===== src/sv/dwpid_pkg.sv =====
// Shared types and constants for the dual-wheel speed controller.
// Action and register codes, reset values and the structs between the top level and a wheel.
// No dependencies.
package dwpid_pkg;

	// Item kinds carried on the input tuser
	typedef enum logic [1:0] {
		ACT_SET_TARGET = 2'd0,
		ACT_ESTOP      = 2'd1,
		ACT_MS_TICK    = 2'd2,
		ACT_CONTROL    = 2'd3
	} action_t;

	// Register word indexes, byte address 4*index
	typedef enum logic [2:0] {
		REG_TIMEOUT     = 3'd0,
		REG_TGT_LIMIT   = 3'd1,
		REG_DRIVE_LIMIT = 3'd2,
		REG_FEED_FWD    = 3'd3,
		REG_PROP_GAIN   = 3'd4,
		REG_DERIV_GAIN  = 3'd5,
		REG_INTEG_LIMIT = 3'd6
	} reg_idx_t;

	localparam int PADDR_W  = 5;
	localparam int PDATA_W  = 32;
	localparam int CMD_W    = 16;
	localparam int TGT_W    = 11;
	localparam int INTEG_W  = 16;
	localparam int DRIVE_W  = 17;
	localparam int OUT_W    = 56;

	localparam logic [15:0] TIMEOUT_RST     = 16'd200;
	localparam logic [9:0]  TGT_LIMIT_RST   = 10'd150;
	localparam logic [15:0] DRIVE_LIMIT_RST = 16'd7199;
	localparam logic [15:0] FEED_FWD_RST    = 16'd3600;
	localparam logic [7:0]  PROP_GAIN_RST   = 8'd18;
	localparam logic [7:0]  DERIV_GAIN_RST  = 8'd4;
	localparam logic [14:0] INTEG_LIMIT_RST = 15'd8000;
	localparam logic [15:0] AGE_RST         = 16'd201;
	localparam logic [15:0] AGE_MAX         = 16'hFFFF;

	// Loop settings seen by each wheel
	typedef struct packed {
		logic [15:0] drive_limit;
		logic [15:0] feed_forward;
		logic [7:0]  prop_gain;
		logic [7:0]  deriv_gain;
		logic [14:0] integral_limit;
	} gains_t;

	// Per-item control toward a wheel
	typedef struct packed {
		logic adv;  // item leaves the input stage this cycle
		logic pid;  // run one loop step
		logic clr;  // zero the integral (estop or timeout stop)
	} wheel_ctl_t;

endpackage


===== src/sv/dwpid_wheel.sv =====
// One wheel of the speed loop: error, clamped integral, gain products, drive clamp.
// Holds the wheel's integral and last error; stage 2 sums and limits the drive.
// Depends on dwpid_pkg.
module dwpid_wheel #(
	parameter int SPEED_BITS = 16
) (
	input  logic                                   clk,
	input  logic                                   arst_n,
	input  dwpid_pkg::wheel_ctl_t                  ctl,
	input  dwpid_pkg::gains_t                      gains,
	input  logic signed [dwpid_pkg::TGT_W-1:0]     target,
	input  logic signed [SPEED_BITS-1:0]           speed,
	output logic signed [dwpid_pkg::DRIVE_W-1:0]   drive
);
	import dwpid_pkg::*;

	localparam int EW = ((SPEED_BITS > TGT_W) ? SPEED_BITS : TGT_W) + 1;
	localparam int IW = ((EW > INTEG_W) ? EW : INTEG_W) + 1;
	localparam int PW = EW + 9;
	localparam int DW = EW + 10;
	localparam int SW = EW + 12;

	logic signed [INTEG_W-1:0] integ_q;
	logic signed [EW-1:0]      last_q;

	logic signed [EW-1:0]      err;
	logic signed [EW:0]        derr;
	logic signed [IW-1:0]      isum;
	logic signed [IW-1:0]      ilim;
	logic signed [IW-1:0]      iclamp;
	logic signed [INTEG_W-1:0] integ_nxt;
	logic signed [PW-1:0]      prod_p;
	logic signed [DW-1:0]      prod_d;
	logic signed [DRIVE_W-1:0] ff;
	logic                      zero;

	logic                      run_s2;
	logic signed [DRIVE_W-1:0] ff_s2;
	logic signed [PW-1:0]      p_s2;
	logic signed [DW-1:0]      d_s2;
	logic signed [INTEG_W-1:0] integ_s2;

	logic signed [INTEG_W:0]   rnd;
	logic signed [INTEG_W:0]   idiv;
	logic signed [SW-1:0]      sum;
	logic signed [SW-1:0]      plim;
	logic signed [SW-1:0]      dclamp;

	// Stage 1: error, integral update and gain products
	assign zero   = (target == '0);
	assign err    = {{(EW-TGT_W){target[TGT_W-1]}}, target}
		- {{(EW-SPEED_BITS){speed[SPEED_BITS-1]}}, speed};
	assign derr   = {err[EW-1], err} - {last_q[EW-1], last_q};
	assign isum   = IW'(integ_q) + IW'(err);
	assign ilim   = {{(IW-15){1'b0}}, gains.integral_limit};
	assign prod_p = $signed({1'b0, gains.prop_gain}) * err;
	assign prod_d = $signed({1'b0, gains.deriv_gain}) * derr;
	assign ff     = target[TGT_W-1] ? -$signed({1'b0, gains.feed_forward})
		: $signed({1'b0, gains.feed_forward});

	always_comb begin
		if (isum > ilim) begin
			iclamp = ilim;
		end else if (isum < -ilim) begin
			iclamp = -ilim;
		end else begin
			iclamp = isum;
		end
	end
	assign integ_nxt = iclamp[INTEG_W-1:0];

	// Update loop memory as the item leaves stage 1
	always_ff @(posedge clk or negedge arst_n) begin
		if (!arst_n) begin
			integ_q <= '0;
			last_q  <= '0;
		end else if (ctl.adv) begin
			if (ctl.pid) begin
				if (zero) begin
					integ_q <= '0;
					last_q  <= '0;
				end else begin
					integ_q <= integ_nxt;
					last_q  <= err;
				end
			end else if (ctl.clr) begin
				integ_q <= '0;
			end
		end
	end

	// Stage 2 operands
	always_ff @(posedge clk) begin
		if (ctl.adv) begin
			run_s2   <= ctl.pid && !zero;
			ff_s2    <= ff;
			p_s2     <= prod_p;
			d_s2     <= prod_d;
			integ_s2 <= integ_nxt;
		end
	end

	// Stage 2: integral over 8 toward zero, sum, drive clamp
	assign rnd  = (INTEG_W+1)'(integ_s2) + (integ_s2[INTEG_W-1] ? 17'sd7 : 17'sd0);
	assign idiv = rnd >>> 3;
	assign sum  = SW'(ff_s2) + SW'(p_s2) + SW'(idiv) + SW'(d_s2);
	assign plim = {{(SW-16){1'b0}}, gains.drive_limit};

	always_comb begin
		if (sum > plim) begin
			dclamp = plim;
		end else if (sum < -plim) begin
			dclamp = -plim;
		end else begin
			dclamp = sum;
		end
	end

	assign drive = run_s2 ? dclamp[DRIVE_W-1:0] : '0;

endmodule


===== src/sv/dual_wheel_pid_with_command_timeout.sv =====
// Dual-wheel speed controller with command timeout; top level.
// An accepted item passes the input register, the loop stage and the output register before
// its result is valid on the output. Throughput: one item per cycle unless the result side stalls;
// state updates as an item leaves the input register, so the next item sees it at once.
// Reset (asynchronous, active low) clears targets, integrals and last errors, loads the
// register defaults and sets the command age to one past the default timeout.
module dual_wheel_pid_with_command_timeout #(
	parameter int SPEED_BITS = 16
) (
	input  logic                                      clk,
	input  logic                                      arst_n,
	// input stream
	input  logic                                      s_axis_tvalid,
	output logic                                      s_axis_tready,
	// left_target_cmd, right_target_cmd, left_speed, right_speed
	input  logic [((32+2*SPEED_BITS+7)/8)*8-1:0]      s_axis_tdata,
	// action
	input  logic [1:0]                                s_axis_tuser,
	// result stream
	output logic                                      m_axis_tvalid,
	input  logic                                      m_axis_tready,
	// left_drive, right_drive, left_target_now, right_target_now
	output logic [dwpid_pkg::OUT_W-1:0]               m_axis_tdata,
	// timed_out
	output logic [0:0]                                m_axis_tuser,
	// register port
	input  logic                                      psel,
	input  logic                                      penable,
	input  logic                                      pwrite,
	input  logic [dwpid_pkg::PADDR_W-1:0]             paddr,
	input  logic [dwpid_pkg::PDATA_W-1:0]             pwdata,
	output logic [dwpid_pkg::PDATA_W-1:0]             prdata,
	output logic                                      pready
);
	import dwpid_pkg::*;

	localparam int SPD_LO = 2 * CMD_W;

	// registers
	logic [15:0] timeout_q;
	logic [9:0]  tgt_limit_q;
	gains_t      gains_q;
	reg_idx_t    widx;

	// input stage
	logic                         v_s1;
	action_t                      act_s1;
	logic signed [CMD_W-1:0]      lcmd_s1, rcmd_s1;
	logic signed [SPEED_BITS-1:0] lspd_s1, rspd_s1;

	// controller state
	logic [15:0]             age_q;
	logic signed [TGT_W-1:0] ltgt_q, rtgt_q;

	// loop stage
	logic                    res_s2;
	logic                    to_s2;
	logic signed [TGT_W-1:0] ltgt_s2, rtgt_s2;

	// output register
	logic                      out_vld_q;
	logic                      to_q;
	logic signed [DRIVE_W-1:0] ldrv_q, rdrv_q;
	logic signed [TGT_W-1:0]   ltgt_o_q, rtgt_o_q;

	logic                      en_out, en_s2, en_s1, adv;
	logic                      is_ctl, stale;
	wheel_ctl_t                wctl;
	logic signed [DRIVE_W-1:0] ldrv, rdrv;

	function automatic logic signed [TGT_W-1:0] clamp_tgt(
		input logic signed [CMD_W-1:0] c,
		input logic [9:0]              lim
	);
		logic signed [CMD_W:0] c17;
		logic signed [CMD_W:0] l17;
		logic signed [CMD_W:0] r;
		c17 = {c[CMD_W-1], c};
		l17 = {{(CMD_W-9){1'b0}}, lim};
		if (c17 > l17) begin
			r = l17;
		end else if (c17 < -l17) begin
			r = -l17;
		end else begin
			r = c17;
		end
		return r[TGT_W-1:0];
	endfunction

	// Register port: write on the access phase, read back any time
	assign pready = 1'b1;
	assign widx   = reg_idx_t'(paddr[4:2]);

	always_ff @(posedge clk or negedge arst_n) begin
		if (!arst_n) begin
			timeout_q              <= TIMEOUT_RST;
			tgt_limit_q            <= TGT_LIMIT_RST;
			gains_q.drive_limit    <= DRIVE_LIMIT_RST;
			gains_q.feed_forward   <= FEED_FWD_RST;
			gains_q.prop_gain      <= PROP_GAIN_RST;
			gains_q.deriv_gain     <= DERIV_GAIN_RST;
			gains_q.integral_limit <= INTEG_LIMIT_RST;
		end else if (psel && penable && pwrite && pready) begin
			unique case (widx)
				REG_TIMEOUT:     timeout_q              <= pwdata[15:0];
				REG_TGT_LIMIT:   tgt_limit_q            <= pwdata[9:0];
				REG_DRIVE_LIMIT: gains_q.drive_limit    <= pwdata[15:0];
				REG_FEED_FWD:    gains_q.feed_forward   <= pwdata[15:0];
				REG_PROP_GAIN:   gains_q.prop_gain      <= pwdata[7:0];
				REG_DERIV_GAIN:  gains_q.deriv_gain     <= pwdata[7:0];
				REG_INTEG_LIMIT: gains_q.integral_limit <= pwdata[14:0];
				default: ;
			endcase
		end
	end

	always_comb begin
		unique case (widx)
			REG_TIMEOUT:     prdata = {16'd0, timeout_q};
			REG_TGT_LIMIT:   prdata = {22'd0, tgt_limit_q};
			REG_DRIVE_LIMIT: prdata = {16'd0, gains_q.drive_limit};
			REG_FEED_FWD:    prdata = {16'd0, gains_q.feed_forward};
			REG_PROP_GAIN:   prdata = {24'd0, gains_q.prop_gain};
			REG_DERIV_GAIN:  prdata = {24'd0, gains_q.deriv_gain};
			REG_INTEG_LIMIT: prdata = {17'd0, gains_q.integral_limit};
			default:         prdata = '0;
		endcase
	end

	// Flow control: a stage moves when the one after it is free or moving
	assign en_out        = !out_vld_q || m_axis_tready;
	assign en_s2         = !res_s2 || en_out;
	assign en_s1         = !v_s1 || en_s2;
	assign adv           = v_s1 && en_s2;
	assign s_axis_tready = en_s1;

	// Input register
	always_ff @(posedge clk or negedge arst_n) begin
		if (!arst_n) begin
			v_s1 <= 1'b0;
		end else if (en_s1) begin
			v_s1 <= s_axis_tvalid;
		end
	end

	always_ff @(posedge clk) begin
		if (en_s1 && s_axis_tvalid) begin
			act_s1  <= action_t'(s_axis_tuser);
			lcmd_s1 <= s_axis_tdata[CMD_W-1:0];
			rcmd_s1 <= s_axis_tdata[2*CMD_W-1:CMD_W];
			lspd_s1 <= s_axis_tdata[SPD_LO +: SPEED_BITS];
			rspd_s1 <= s_axis_tdata[SPD_LO+SPEED_BITS +: SPEED_BITS];
		end
	end

	// Decode the item against the command age
	assign is_ctl   = (act_s1 == ACT_CONTROL);
	assign stale    = (age_q > timeout_q);
	assign wctl.adv = adv;
	assign wctl.pid = is_ctl && !stale;
	assign wctl.clr = (act_s1 == ACT_ESTOP) || (is_ctl && stale);

	// Targets and command age
	always_ff @(posedge clk or negedge arst_n) begin
		if (!arst_n) begin
			age_q  <= AGE_RST;
			ltgt_q <= '0;
			rtgt_q <= '0;
		end else if (adv) begin
			unique case (act_s1)
				ACT_SET_TARGET: begin
					ltgt_q <= clamp_tgt(lcmd_s1, tgt_limit_q);
					rtgt_q <= clamp_tgt(rcmd_s1, tgt_limit_q);
					age_q  <= '0;
				end
				ACT_ESTOP: begin
					ltgt_q <= '0;
					rtgt_q <= '0;
					age_q  <= '0;
				end
				ACT_MS_TICK: begin
					if (!stale && age_q != AGE_MAX) begin
						age_q <= age_q + 16'd1;
					end
				end
				ACT_CONTROL: begin
					if (stale) begin
						ltgt_q <= '0;
						rtgt_q <= '0;
					end
				end
			endcase
		end
	end

	// Loop stage: only estop and control items carry a result
	always_ff @(posedge clk or negedge arst_n) begin
		if (!arst_n) begin
			res_s2 <= 1'b0;
		end else if (en_s2) begin
			res_s2 <= v_s1 && (act_s1 == ACT_ESTOP || act_s1 == ACT_CONTROL);
		end
	end

	always_ff @(posedge clk) begin
		if (adv) begin
			to_s2   <= is_ctl && stale;
			ltgt_s2 <= (is_ctl && !stale) ? ltgt_q : '0;
			rtgt_s2 <= (is_ctl && !stale) ? rtgt_q : '0;
		end
	end

	dwpid_wheel #(
		.SPEED_BITS (SPEED_BITS)
	) u_left (
		.clk    (clk),
		.arst_n (arst_n),
		.ctl    (wctl),
		.gains  (gains_q),
		.target (ltgt_q),
		.speed  (lspd_s1),
		.drive  (ldrv)
	);

	dwpid_wheel #(
		.SPEED_BITS (SPEED_BITS)
	) u_right (
		.clk    (clk),
		.arst_n (arst_n),
		.ctl    (wctl),
		.gains  (gains_q),
		.target (rtgt_q),
		.speed  (rspd_s1),
		.drive  (rdrv)
	);

	// Output register: hold until the transfer completes
	always_ff @(posedge clk or negedge arst_n) begin
		if (!arst_n) begin
			out_vld_q <= 1'b0;
		end else if (en_out) begin
			out_vld_q <= res_s2;
		end
	end

	always_ff @(posedge clk) begin
		if (en_out && res_s2) begin
			ldrv_q   <= ldrv;
			rdrv_q   <= rdrv;
			to_q     <= to_s2;
			ltgt_o_q <= ltgt_s2;
			rtgt_o_q <= rtgt_s2;
		end
	end

	assign m_axis_tvalid = out_vld_q;
	assign m_axis_tdata  = {rtgt_o_q, ltgt_o_q, rdrv_q, ldrv_q};
	assign m_axis_tuser  = to_q;

endmodule


===== config.mk =====
export PLATFORM = sky130hd
export DESIGN_NAME = dual_wheel_pid_with_command_timeout
export DESIGN_NICKNAME = d
export VERILOG_FILES = /design/src/sv/dwpid_pkg.sv /design/src/sv/dwpid_wheel.sv /design/src/sv/dual_wheel_pid_with_command_timeout.sv
export SDC_FILE = /design/constraint.sdc
export NUM_CORES = 2
export LEC_CHECK = 0
export BUFFER_PORTS_ARGS = -buffer_cell sky130_fd_sc_hd__buf_2
export CORE_MARGIN = 4
export CORE_UTILIZATION = 40
export DETAILED_ROUTE_END_ITERATION = 7
export GPL_TIMING_DRIVEN = 0
export PLACE_DENSITY = 0.53
export SLEW_MARGIN = 25
export SYNTH_ARGS = -nofsm -noshare
export SYNTH_HDL_FRONTEND = slang
export SYNTH_HIERARCHICAL = 1
export SYNTH_SLANG_ARGS = --single-unit

===== constraint.sdc =====
create_clock -name clk -period 10.1 [get_ports clk]
set_input_delay 2.02 -clock clk [delete_from_list [all_inputs] [get_ports clk]]
set_output_delay 2.02 -clock clk [all_outputs]
set_load 0.02 [all_outputs]

==> flow_metrics.tcl <==
set metrics [dict create \
    die_w_um 390 \
    first_global_vias 45100 \
    clock_sink_count 516 \
    met2_length_um 79000 \
    yosys_warnings 6 \
    drt_iter0_drc 2996 \
    period_minus_slack_ns 9.68 \
    ant_nets 0 \
    grt_use_total_pct 23.3 \
    cp_slowest_stage_delay_ns 0.54 \
    synth_async_sr_flop_share_pct 38.0 \
    relSlewSlack_pct 27.9 \
    critical-path-slowest-cell "sky130_fd_sc_hd__fa_1" \
    worstPathRequired_ns 10.47 \
    critical_path_depth 39 \
    layout-drive-gt1-share_pct 9.53 \
    sequential_cell_area_um2 14600 \
    rr_startpoint "rtgt_q[0]" \
    critPathCaptureType "flop" \
    sequential_to_total_area_share_from_yosys_stat_pct 25.0 \
    max_clock_freq_ghz 0.103 \
    vias_per_cell 5.41 \
    worstSkewPairLatency_ns 0.68 \
    most_area_hungry_cell_type_in_the_yosys_netlist "sky130_fd_sc_hd__fa_1" \
    fin_crit_sh_pct 95.8 \
    slew_violations 0 \
    met3_length_um 9230 \
    r2r_slack_ns 0.42 \
    synth_seq_cells 516 \
    count_of_vias_placed_by_the_detailed_router 45000 \
    effective_utilization_at_floorplan_pct 40.4 \
    die_area_um2 152000 \
    hold_viol 0 \
    globalplace.congestion 0.915 \
    hold_class "flop to flop" \
    port_buffers 166 \
    finalSetupViolations 0 \
    synth_edf_count 320 \
    setup_total_negative_slack_ns 0 \
    multi_input_area_um2 40000 \
    synth.most_common_cell "sky130_fd_sc_hd__inv_1" \
    n_fill_cell 14000 \
    topRoutingLayerUsed "met4" \
    synth_area_per_cell_um2 9.61 \
    route.detailed.drc 0 \
    yosys.cell_types.count 111 \
    cts_inserted_buffers 71 \
    maximum_number_of_pins_on_one_net_before_global_route_repair 96 \
    yosys-top-cells-count "sky130_fd_sc_hd__inv_1, sky130_fd_sc_hd__ha_1, sky130_fd_sc_hd__fa_1" \
    nets 7615 \
    timing.clock.skew_ns 0.0690 \
    synthDominantCellAreaShare_pct 18.7 \
    cpLargestDelayFamily "adder cells" \
    status "complete, no violations" \
    critical_path.reg2reg.endpoint "u_right/d_s2[26]" \
    cts_tree "done" \
    worstSetupEndpoint "u_right/d_s2[26]" \
    route.detailed.wl_per_inst_um 21.3 \
    netlist_top_cells_area "sky130_fd_sc_hd__fa_1, sky130_fd_sc_hd__edfxtp_1, sky130_fd_sc_hd__ha_1" \
    dieHeight_um 390 \
    rows 139 \
    drv.max_cap_violation_count 0 \
    finalWirelength_um 177000 \
    worstPathBufferInverterCount 7 \
    path_clk_slew_ns 0.06 \
    place_hpwl_um 142000 \
    worstRegToRegCells 39 \
    cts_root_buffer "sky130_fd_sc_hd__clkbuf_16" \
    core_region_area_um2 144000 \
    overflow 0 \
    cp-start-kind "flop" \
    clockBufferDepth 3 \
    met1_length_um 85100 \
    grt_antenna_before_repair 13 \
    detailedRoute.firstPassIterationCount 6 \
    syn_to_final_growth_pct 11.4 \
    netlist_area_um2 58200 \
    top_level_ports 202 \
    critical_path_class "flop to flop" \
    cts_max_level 3 \
    worst-slew-pin-transition_ns 1.08 \
    global_route_wire_length_before_repair_um 273000 \
    critPathLaunch "rtgt_q[0]" \
    synth_flop_cell "sky130_fd_sc_hd__edfxtp_1" \
    timing.critical_path.arrival_ns 10.05 \
    worst-path-max-fanout 8 \
    fin_util_pct 45.0 \
    synthesis.instances 6061 \
]
-- final cells by class --
cell class / instances / share of cell area, %
flip-flops and latches: 516 / 22.5
clock inverters: 39 / 0.839
clock buffers: 93 / 3.06
well taps: 1903 / 3.67
plain buffers: 155 / 1.12
repair buffers: 193 / 1.84
diodes: 3 / 0.0116
inverters: 930 / 5.39
multi-input cells: 4475 / 61.6
-- worst min path at each step --
| stage | from | to | slack (ns) | depth (start not counted) |
|---|---|---|---|---|
| final | ltgt_s2[2] | ltgt_o_q[2] | 0.42 | 0 |
| after global routing | ltgt_s2[1] | ltgt_o_q[1] | 0.42 | 0 |
| after CTS | ltgt_s2[0] | ltgt_o_q[0] | 0.41 | 0 |
| after detailed placement | to_s2 | m_axis_tuser | 0.41 | 0 |
| after global placement | to_s2 | m_axis_tuser | 0.40 | 0 |
| after floorplan | ltgt_s2[0] | ltgt_o_q[0] | 0.40 | 0 |
-- timing repair --
action,CTS,global route
endpoints found under the setup margin,12,13
pin swaps,3,9
hold buffers,0,0
buffers inserted,4,13
resized for setup,9,34
-- layout by cell type, fill, tap and decap left out, drive strengths merged, types with 30 or more instances in the layout --
master | synthesis | routed
nor2b | 111 | 111
dfstp | 32 | 32
or3 | 44 | 44
edfxtp | 320 | 320
nor4 | 32 | 32
o211ai | 47 | 47
mux2i | 52 | 52
nand2b | 54 | 54
and3 | 41 | 41
inv | 928 | 931
a22o | 50 | 50
o21a | 53 | 53
buf | 39 | 233
nor2 | 277 | 277
nand4 | 50 | 50
clkbuf | 116 | 208
o31ai | 30 | 30
o21ai | 226 | 226
a21oi | 283 | 283
nand2 | 494 | 494
nand3 | 93 | 93
ha | 619 | 619
xor2 | 83 | 83
mux2 | 84 | 84
dfrtp | 164 | 164
and2 | 371 | 371
xnor2 | 255 | 255
a21o | 100 | 100
fa | 544 | 544
nor3 | 111 | 111
-- per-layer routing --
layer / vias to the layer above / GRT usage, %
met2: 1154 / 37.0
li1: 21000 / -
met3: 174 / 2.63
met4: 0 / 5.43
met1: 22600 / 34.2
met5: - / 0
-- worst reg2reg max path, delay by kind of cell, from the launching register on --
family / cells / cell delay [ns]
buf+inv: 7 / 0.72
flops: 1 / 0.48
xor+xnor: 2 / 0.79
fa+ha+maj: 8 / 3.16
compound gates: 13 / 2.67
simple gates: 9 / 1.55
-- kinds of logic after synthesis --
kind of cell	share of synthesized area [%]
AOI/OAI and AO/OA	12.3
xor gates and xnor gates	5.14
adders and majority gates	32.0
buffers and inverters	7.24
DFF	25.0
muxes	2.91
other	0.0129
and+or+nand+nor	15.4
-- through the flow --
stage / setup WS (ns) / area, um^2 / std cells / hold WS [ns]
after floorplan: 1.48 / 58300 / 6076 / 0.400
after global placement: -2.17 / 61500 / 8145 / 0.404
after detailed placement: -0.777 / 61900 / 8155 / 0.405
after CTS: -0.0192 / 64600 / 8291 / 0.414
after global routing: -0.0155 / 64800 / 8304 / 0.421
final: 0.423 / 64900 / 8307 / 0.419
-- state kept, by name, summed over array words and instances, names as in the netlist, 17 cells and up --
signal / flops
gains_q: 63
u_left/d_s2: 27
u_right/d_s2: 27
u_left/p_s2: 26
u_right/p_s2: 26
ldrv_q: 17
rdrv_q: 17
u_left/ff_s2: 17
u_left/last_q: 17
u_right/ff_s2: 17
u_right/last_q: 17
Power is left out: the tool's default activity adds up to more than one toggle a clock period on the data nets, which glitch-free logic cannot reach.
